### config.mk
export PLATFORM = sky130hd
export DESIGN_NAME = ssb_div
export DESIGN_NICKNAME = d
export VERILOG_FILES = /design/src/design/ssb_pkg.sv /design/src/design/ssb_div.sv
export SDC_FILE = /design/constraint.sdc
export NUM_CORES = 1
export LEC_CHECK = 0
export ABC_AREA = 1
export BUFFER_PORTS_ARGS = -buffer_cell sky130_fd_sc_hd__clkbuf_2
export CAP_MARGIN = 0
export CORE_MARGIN = 4
export CORE_UTILIZATION = 65
export DETAILED_ROUTE_END_ITERATION = 10
export GPL_TIMING_DRIVEN = 0
export PLACE_DENSITY = 0.85
export SYNTH_ARGS = -nofsm -noshare
export SYNTH_HDL_FRONTEND = slang
export SYNTH_SLANG_ARGS = --single-unit
### constraint.sdc
create_clock -name clk_i -period 4.93 [get_ports clk_i]
set_input_delay 0.493 -clock clk_i [delete_from_list [all_inputs] [get_ports clk_i]]
set_output_delay 0.493 -clock clk_i [all_outputs]
set_load 0.03 [all_outputs]
### src/design/ssb_pkg.sv
// ----------------------------------------------------------------------------
// ssb_pkg
// Shared constants, register codes and pipeline word types of the sprite
// blit sampler.
// ----------------------------------------------------------------------------
package ssb_pkg;

  localparam int STORE_DEPTH   = 4096;
  localparam int SCREEN_WIDTH  = 320;
  localparam int SCREEN_HEIGHT = 240;
  localparam int STORE_AW      = $clog2(STORE_DEPTH);

  localparam logic [7:0] ALPHA_MIN = 8'd16;

  // Divider geometry: 16-bit dividend, 11-bit divisor, 11 quotient bits.
  localparam int DIV_NW = 16;
  localparam int DIV_DW = 11;
  localparam int DIV_QW = 11;

  // Width used to range-check store addresses against the depth.
  localparam int ADDR_CW = 17;

  // Clock edges from the accept edge to the edge that takes the result.
  localparam int PIPE_LAT = 2 * DIV_QW + 3;

  typedef enum logic [2:0] {
    REG_FRAME_WIDTH  = 3'd0,
    REG_FRAME_HEIGHT = 3'd1,
    REG_SCALE_NUM    = 3'd2,
    REG_SCALE_DEN    = 3'd3,
    REG_ANCHOR_X     = 3'd4,
    REG_ANCHOR_Y     = 3'd5,
    REG_OFFSET_X     = 3'd6,
    REG_OFFSET_Y     = 3'd7
  } reg_idx_e;

  // Word carried alongside the scale dividers.
  typedef struct packed {
    logic        draw;
    logic [11:0] idx;
    logic [31:0] rgba;
    logic [8:0]  dx;
    logic [8:0]  dy;
    logic        offx_neg;
    logic        offy_neg;
  } item_a_t;

  // Word carried alongside the sampling dividers.
  typedef struct packed {
    logic        draw;
    logic [11:0] idx;
    logic [31:0] rgba;
    logic        ok;
    logic [9:0]  px;
    logic [9:0]  py;
  } item_b_t;

  function automatic logic [15:0] rgb565(input logic [31:0] texel);
    rgb565 = {texel[31:27], texel[23:18], texel[15:11]};
  endfunction

endpackage

### src/design/ssb_div.sv
// ----------------------------------------------------------------------------
// ssb_div
// Pipelined restoring divider, one quotient bit per stage.
// ----------------------------------------------------------------------------
module ssb_div import ssb_pkg::*; (
  input  logic              clk_i,
  input  logic [DIV_NW-1:0] num_i,
  input  logic [DIV_DW-1:0] den_i,
  output logic [DIV_QW-1:0] quo_o
);

  logic [DIV_NW-1:0] rem_q [DIV_QW];
  logic [DIV_DW-1:0] dsr_q [DIV_QW];
  logic [DIV_QW-1:0] quo_q [DIV_QW];

  for (genvar s = 0; s < DIV_QW; s++) begin : g_stage
    localparam int B = DIV_QW - 1 - s;
    logic [DIV_NW-1:0]        rem_in;
    logic [DIV_DW-1:0]        dsr_in;
    logic [DIV_QW-1:0]        quo_in;
    logic [DIV_NW+DIV_QW-1:0] trial;
    logic                     ge;

    if (s == 0) begin : g_first
      assign rem_in = num_i;
      assign dsr_in = den_i;
      assign quo_in = '0;
    end else begin : g_next
      assign rem_in = rem_q[s-1];
      assign dsr_in = dsr_q[s-1];
      assign quo_in = quo_q[s-1];
    end

    // Try the shifted divisor; subtract and set the bit where it fits.
    assign trial = {{(DIV_NW+DIV_QW-DIV_DW){1'b0}}, dsr_in} << B;
    assign ge    = {{DIV_QW{1'b0}}, rem_in} >= trial;

    always_ff @(posedge clk_i) begin
      rem_q[s] <= ge ? rem_in - trial[DIV_NW-1:0] : rem_in;
      dsr_q[s] <= dsr_in;
      quo_q[s] <= quo_in | (DIV_QW'(ge) << B);
    end
  end

  assign quo_o = quo_q[DIV_QW-1];

endmodule

==> results of run 1 <==
## power by group
group | switching (mW) | leakage, nW | internal (mW)
Clock | 1.01 | 0.506 | 1.36
Sequential | 0.306 | 2.82 | 3.24
Combinational | 2.21 | 5.55 | 1.29
Total | 3.53 | 8.88 | 5.89
## worst max-delay path, cell delays in order (launching register included)
cell,delay (ns)
dfxtp_1,0.35
inv_1,0.06
ha_1,0.26
fa_1,0.42
o21ai_0,0.48
nand2_1,0.15
nand3_1,0.12
nand2_1,0.06
nand2_1,0.05
nand2_1,0.04
## stage by stage
stage | utilization [%] | instances | total power, mW | hold slack, ns
6_report | 73.64 | 2295 | 9.423 | 0.03770
5_1_grt | 73.64 | 2295 | 10.14 | 0.01644
4_1_cts | 73.64 | 2295 | 9.436 | 0.01477
3_5_place_dp | 69.01 | 2240 | 7.036 | 0.3121
3_3_place_gp | 69.01 | 2240 | 6.933 | 0.3096
2_1_floorplan | - | 1922 | 6.229 | 0.3096
## routing by layer
| metal | wire length [um] | vias to the layer above |
|---|---|---|
| met4 | 1072 | 0 |
| met1 | 12860 | 5405 |
| met2 | 16160 | 336 |
| met5 | 0 | - |
| met3 | 1489 | 88 |
| li1 | - | 6112 |
## cells in the mapped netlist, types with 2 or more instances
library cell,count,share of area [%]
nor2_1,112,2.9
o21ai_0,22,0.75
a21o_1,3,0.15
ha_1,106,9.0
buf_6,6,0.46
inv_2,5,0.13
or2_2,6,0.26
a21oi_2,6,0.36
buf_2,3,0.10
nand2_1,626,16
a21oi_1,55,1.9
buf_4,2,0.10
nand3_1,135,4.6
fa_1,10,1.4
nand4_1,53,2.3
nand2_2,11,0.47
nor2_2,2,0.085
xnor2_1,13,0.78
nor3_1,12,0.41
xor2_1,25,1.5
nand3b_1,5,0.26
o21bai_1,4,0.20
dfxtp_1,336,46
inv_1,342,8.8
o21bai_2,2,0.15
and2_1,3,0.13
o21ai_2,2,0.12
and3_1,2,0.085
## cell type report
cell class / instances / area (um^2)
sequential: 336 / 6726
clock buffer: 39 / 835.8
inverter: 347 / 1303
tap: 280 / 350.3
buffer: 12 / 101.3
clock inverter: 16 / 183.9
fill: 1652 / 5806
timing repair buffer: 38 / 190.2
multi-input combinational: 1227 / 6530
## final timing paths
check        slack, ns        start  cells after the start            to
min reg2reg       0.32  quo_q[8][8]                      0   quo_q[9][8]
min               0.04     num_i[7]                      1   rem_q[0][7]
max               2.85  rem_q[3][6]                      9  rem_q[4][14]
max reg2reg       2.85  rem_q[3][6]                      9  rem_q[4][14]
## cells by family after synthesis
logic type / Yosys count
flip-flops: 336
adder cells (fa/ha/maj): 116
XOR/XNOR: 38
buffers and inverters: 359
AND/OR/NAND/NOR: 976
AO/OA/AOI/OAI: 97
## state kept, by name, summed over array words and instances (netlist names)
register  count
dsr_q       110
quo_q        66
rem_q       160
## layout by cell type (no fill, tap or decap), drive strengths merged, types with 12 or more instances in the layout
cell type and count:
nand2 638, nand3 137, clkbuf 78, dfxtp 336, nor2 115, o21ai 25
a21oi 61, inv 349, ha 106, xor2 25, nand4 54, nor3 12
xnor2 13
==> flow_metrics.py, run 1 <==
metrics = {
    "worst_setup_path": {
        "path_class": "flop to flop",
        "arrival_ns": 2.56,
        "cp.required_ns": 5.40,
        "critPathLaunchType": "flop",
        "cp_max_fo": 3,
        "cp-end-kind": "flop",
    },
    "logic_synthesis": {
        "synth-edff-count": 0,
        "synth_compound_area_share_pct": 3.755,
        "ys_seq_area_share_pct": 45.88,
        "yosys.area_share.simple_pct": 28.10,
        "syn_inst": 1922,
        "synth_top_family_by_area": "simple AND/OR/NAND/NOR gates",
        "synth_xor_area_share_pct": 2.270,
        "yosysWarnings": 0,
        "synth_cell_types": 41,
        "async_reset_ff_share_pct": 0,
        "synthAdderAreaFrac_pct": 10.41,
        "synthMuxAreaShare_pct": 0,
        "syn_area_um2": 14660,
        "synth_fp_nets": 2066,
        "ys_ff_latch": 336,
        "avgSynthCellArea_um2": 7.628,
        "synthFlopType": "dfxtp_1",
    },
    "drt": {
        "ant_nets": 0,
        "drtIter0Drc": 819,
        "firstDrtPassIters": 5,
        "wirelength_mm": 31.58,
        "routed_via_density": 5.203,
        "vias": 11941,
        "post-route-drc-count": 0,
        "wl_per_cell_um": 13.76,
    },
    "sta": {
        "fin_ws_ns": 2.846,
        "fin_skew_ns": 0.01107,
        "rsz0062_at_grt": "no",
        "maxSlewViolCount": 0,
        "fin_crit_ns": 2.084,
        "fin_setup_tns_ns": 0,
        "setup_viol": 0,
        "min_period_over_period_pct": 42.26,
        "timing.slew.headroom_pct": 63.21,
        "final_hold_viol_count": 0,
        "worst_pin_slew_ns": 0.5461,
        "fmax_ghz": 0.4799,
    },
    "floorplan": {
        "die_h_um": 158.2,
        "dieArea_um2": 25020,
        "std_cell_rows": 54,
        "start_util_pct": 66.56,
        "io_pins": 39,
        "core_area_um2": 22030,
        "die_x_um": 158.2,
    },
    "flow_run": {
        "cap_viol_max_count": 0,
    },
    "final_layout": {
        "syn_to_final_growth_pct": 10.64,
        "fin_nets": 2137,
        "stdcell_area_um2": 16220,
        "antenna_cells": 0,
        "drive_gt1_share_pct": 6.898,
    },
    "grt": {
        "busiest_layer": "met2",
        "grt_use_met3_pct": 3.198,
        "antenna_found_initial": 0,
        "grt_max_degree": 17,
        "grt_use_total_pct": 25.85,
        "grt_pass1_wl_mm": 52.96,
        "overflow": 0,
        "grt_pass1_vias": 11674,
        "grt_use_met1_pct": 29.67,
        "use_met2_pct": 49.16,
    },
    "clock_network": {
        "cts_setup_buffers": 0,
        "root_buffer": "clkbuf_16",
        "path_clk_slew_ns": 0.06,
        "cts_tree": "done",
        "cts_hold_buffers": 0,
        "clk_latency_ns": 0.58,
        "h-tree-depth": 1,
        "cts.sinks": 336,
        "numCtsBuffers": 31,
        "clk_path_buf_depth": 3,
        "cts_resized": 0,
    },
    "power_and_ir_drop": {
        "power_density_nw_per_um2": 581.0,
        "irDropWorstVdd_uv": 334.0,
        "leakagePower_nw": 8.877,
    },
    "placement": {
        "portBuffers": 38,
        "place_hpwl_mm": 23.80,
        "dpl_cell_area_um2": 15200,
        "post-place-ws_ns": 2.829,
        "gp_congestion": 0.9019,
    },
    "run_status": {
        "status": "finished clean",
    },
    "worst_hold_path": {
        "hold_class": "input port to flop",
    },
}
Power figures use the tool's default switching activity.
==> run 2, diff against run 1 <==
- CORE_UTILIZATION: 65 -> 56
- PLACE_DENSITY: 0.85 -> 0.78
- clock period: 4.93 -> 1.7 ns (I/O delays scaled with it)
==> flow_metrics.py, run 2 (synthesis gave the netlist of run 1 again) <==
metrics = {
    "grt": {
        "grt_pass1_vias": 12790,
        "use_met2_pct": 45.69,
        "busiest_layer": "met2",
        "grt_use_met3_pct": 3.541,
        "grt_max_degree": 15,
        "overflow": 0,
        "grt_use_met1_pct": 29.24,
        "grt_use_total_pct": 25.20,
        "antenna_found_initial": 0,
        "grt_pass1_wl_mm": 59.85,
    },
    "final_layout": {
        "utilization_pct": 77.79,
        "largest_reg_flops": 160,
        "syn_to_final_growth_pct": 35.15,
        "regArea_um2": 6830,
        "drive_gt1_share_pct": 29.68,
        "final_common_cell": "nand2_1",
        "fin_nets": 2268,
        "antenna_cells": 0,
        "multi_input_area_um2": 8568,
        "top_register": "rem_q",
        "layout_common_cells": "nand2_1, inv_1, dfxtp_1",
        "reg.largest.list": "rem_q x160, dsr_q x110, quo_q x66",
        "n_fill_cell": 1424,
    },
    "floorplan": {
        "die_h_um": 169.8,
        "start_util_pct": 57.55,
        "core_area_um2": 25470,
        "std_cell_rows": 58,
        "io_pins": 39,
        "die_x_um": 169.8,
        "dieArea_um2": 28830,
    },
    "sta": {
        "worst_pin_slew_ns": 0.5213,
        "setup_viol": 77,
        "fin_crit_ns": 2.006,
        "maxSlewViolCount": 0,
        "min_period_over_period_pct": 118.0,
        "rsz0062_at_grt": "yes",
        "timing.slew.headroom_pct": 65.09,
        "fin_ws_ns": -0.3061,
        "fin_skew_ns": 0.01801,
        "fmax_ghz": 0.4985,
        "final_hold_viol_count": 0,
    },
    "placement": {
        "post-place-ws_ns": -0.3223,
        "place_hpwl_mm": 23.95,
        "gp_congestion": 0.9297,
        "portBuffers": 38,
    },
    "worst_hold_path": {
        "hold_class": "input port to flop",
        "hp-start": "den_i[1]",
        "whs_endpoint": "rem_q[0][11]",
        "worstHoldPathCells": 5,
    },
    "worst_setup_path": {
        "r2r_end": "rem_q[8][7]",
        "critPathLaunchType": "flop",
        "reg2reg_slack_ns": -0.31,
        "cp_max_fo": 6,
        "arrival_ns": 2.40,
        "r2r_start": "dsr_q[7][2]",
        "path_class": "flop to flop",
        "r2r_cells": 12,
        "cp-end-kind": "flop",
        "cp.required_ns": 2.09,
    },
    "clock_network": {
        "clk_path_buf_depth": 3,
        "cts_tree": "done",
        "cts.sinks": 336,
        "clk_latency_ns": 0.51,
        "path_clk_slew_ns": 0.06,
        "numCtsBuffers": 34,
        "h-tree-depth": 2,
        "root_buffer": "clkbuf_16",
    },
    "power_and_ir_drop": {
        "p_int_mw": 21.04,
        "irDropWorstVdd_uv": 1500,
        "power.switching_mw": 13.69,
        "power_frac_clock_pct": 22.6,
        "power_density_nw_per_um2": 1753,
        "leakagePower_nw": 9.927,
        "swShare_pct": 39.42,
        "power_frac_seq_pct": 30.9,
        "power_frac_comb_pct": 46.5,
    },
    "flow_run": {
        "cap_viol_max_count": 0,
    },
    "drt": {
        "vias": 13989,
        "routed_via_density": 5.650,
        "ant_nets": 0,
        "drtIter0Drc": 1339,
        "post-route-drc-count": 0,
        "wirelength_mm": 45.40,
        "firstDrtPassIters": 8,
        "wl_per_cell_um": 18.34,
    },
    "run_status": {
        "status": "finished, violations left",
        "violations": "setup timing",
    },
}
## run 2: layout make-up
class	instances	share of cell area [%]
Buffer	12	0.8146
Clock buffer	47	4.951
Clock inverter	11	0.9535
Inverter	347	6.662
Multi-Input combinational cell	1231	43.24
Sequential cell	336	34.47
Tap cell	330	2.084
Timing Repair Buffer	162	6.820
## run 2: worst max path at each step
| stage | from | endpoint | slack, ns |
|---|---|---|---|
| floorplan | rem_q[7][2] | rem_q[8][10] | 0.003 |
| global placement | rem_q[5][4] | rem_q[6][13] | -0.27 |
| CTS | rem_q[7][2] | rem_q[8][10] | -0.10 |
| global route | dsr_q[7][2] | rem_q[8][7] | -0.40 |
| finish | dsr_q[7][2] | rem_q[8][7] | -0.31 |
| detailed placement | rem_q[5][4] | rem_q[6][10] | -0.32 |
## run 2: stage by stage
stage	hold WS [ns]	TNS (ns)	cell area, um^2	cells	total power [mW]
2_1_floorplan	0.1977	0	14670	1922	18.08
3_3_place_gp	0.2862	-11.78	15270	2290	20.14
3_5_place_dp	0.2894	-15.62	15270	2290	20.44
4_1_cts	0.1256	-1.640	18180	2425	30.78
5_1_grt	0.1734	-14.87	19810	2476	36.42
6_report	0.1494	-8.942	19810	2476	34.73
## run 2: power groups by stage
| stage | Sequential [mW] | Combinational [mW] | Clock, mW |
|---|---|---|---|
| finish | 10.7 | 16.2 | 7.83 |
| global route | 10.8 | 17.4 | 8.23 |
| CTS | 10.5 | 12.4 | 7.84 |
| detailed placement | 10.4 | 9.99 | 0 |
| global placement | 10.4 | 9.73 | 0 |
| floorplan | 10.2 | 7.88 | 0 |
## run 2: what timing repair did
item | 4_1_cts | 5_1_grt
hold buffers | 27 | 0
gates cloned | 9 | 6
hold endpoints to repair | 27 | 0
setup endpoints to repair | 105 | 111
buffers inserted | 42 | 45
pin swaps | 45 | 125
gates resized for setup | 210 | 342
## run 2: critical path, stage by stage, from the launching register on
cell and delay [ns]:
dfxtp_1 0.35, inv_1 0.05, ha_1 0.39, nand2_1 0.10, nor2_1 0.19, nand3_1 0.16
nand3_2 0.11, nand2_2 0.07, nand2_4 0.09, inv_4 0.06, buf_16 0.14, nand2_1 0.08
nand2_1 0.09
## run 2: metal layers
| metal | vias up | wire length, um |
|---|---|---|
| met2 | 875 | 22740 |
| met1 | 6440 | 16150 |
| met5 | - | 0 |
| li1 | 6383 | - |
| met3 | 291 | 3448 |
| met4 | 0 | 3070 |
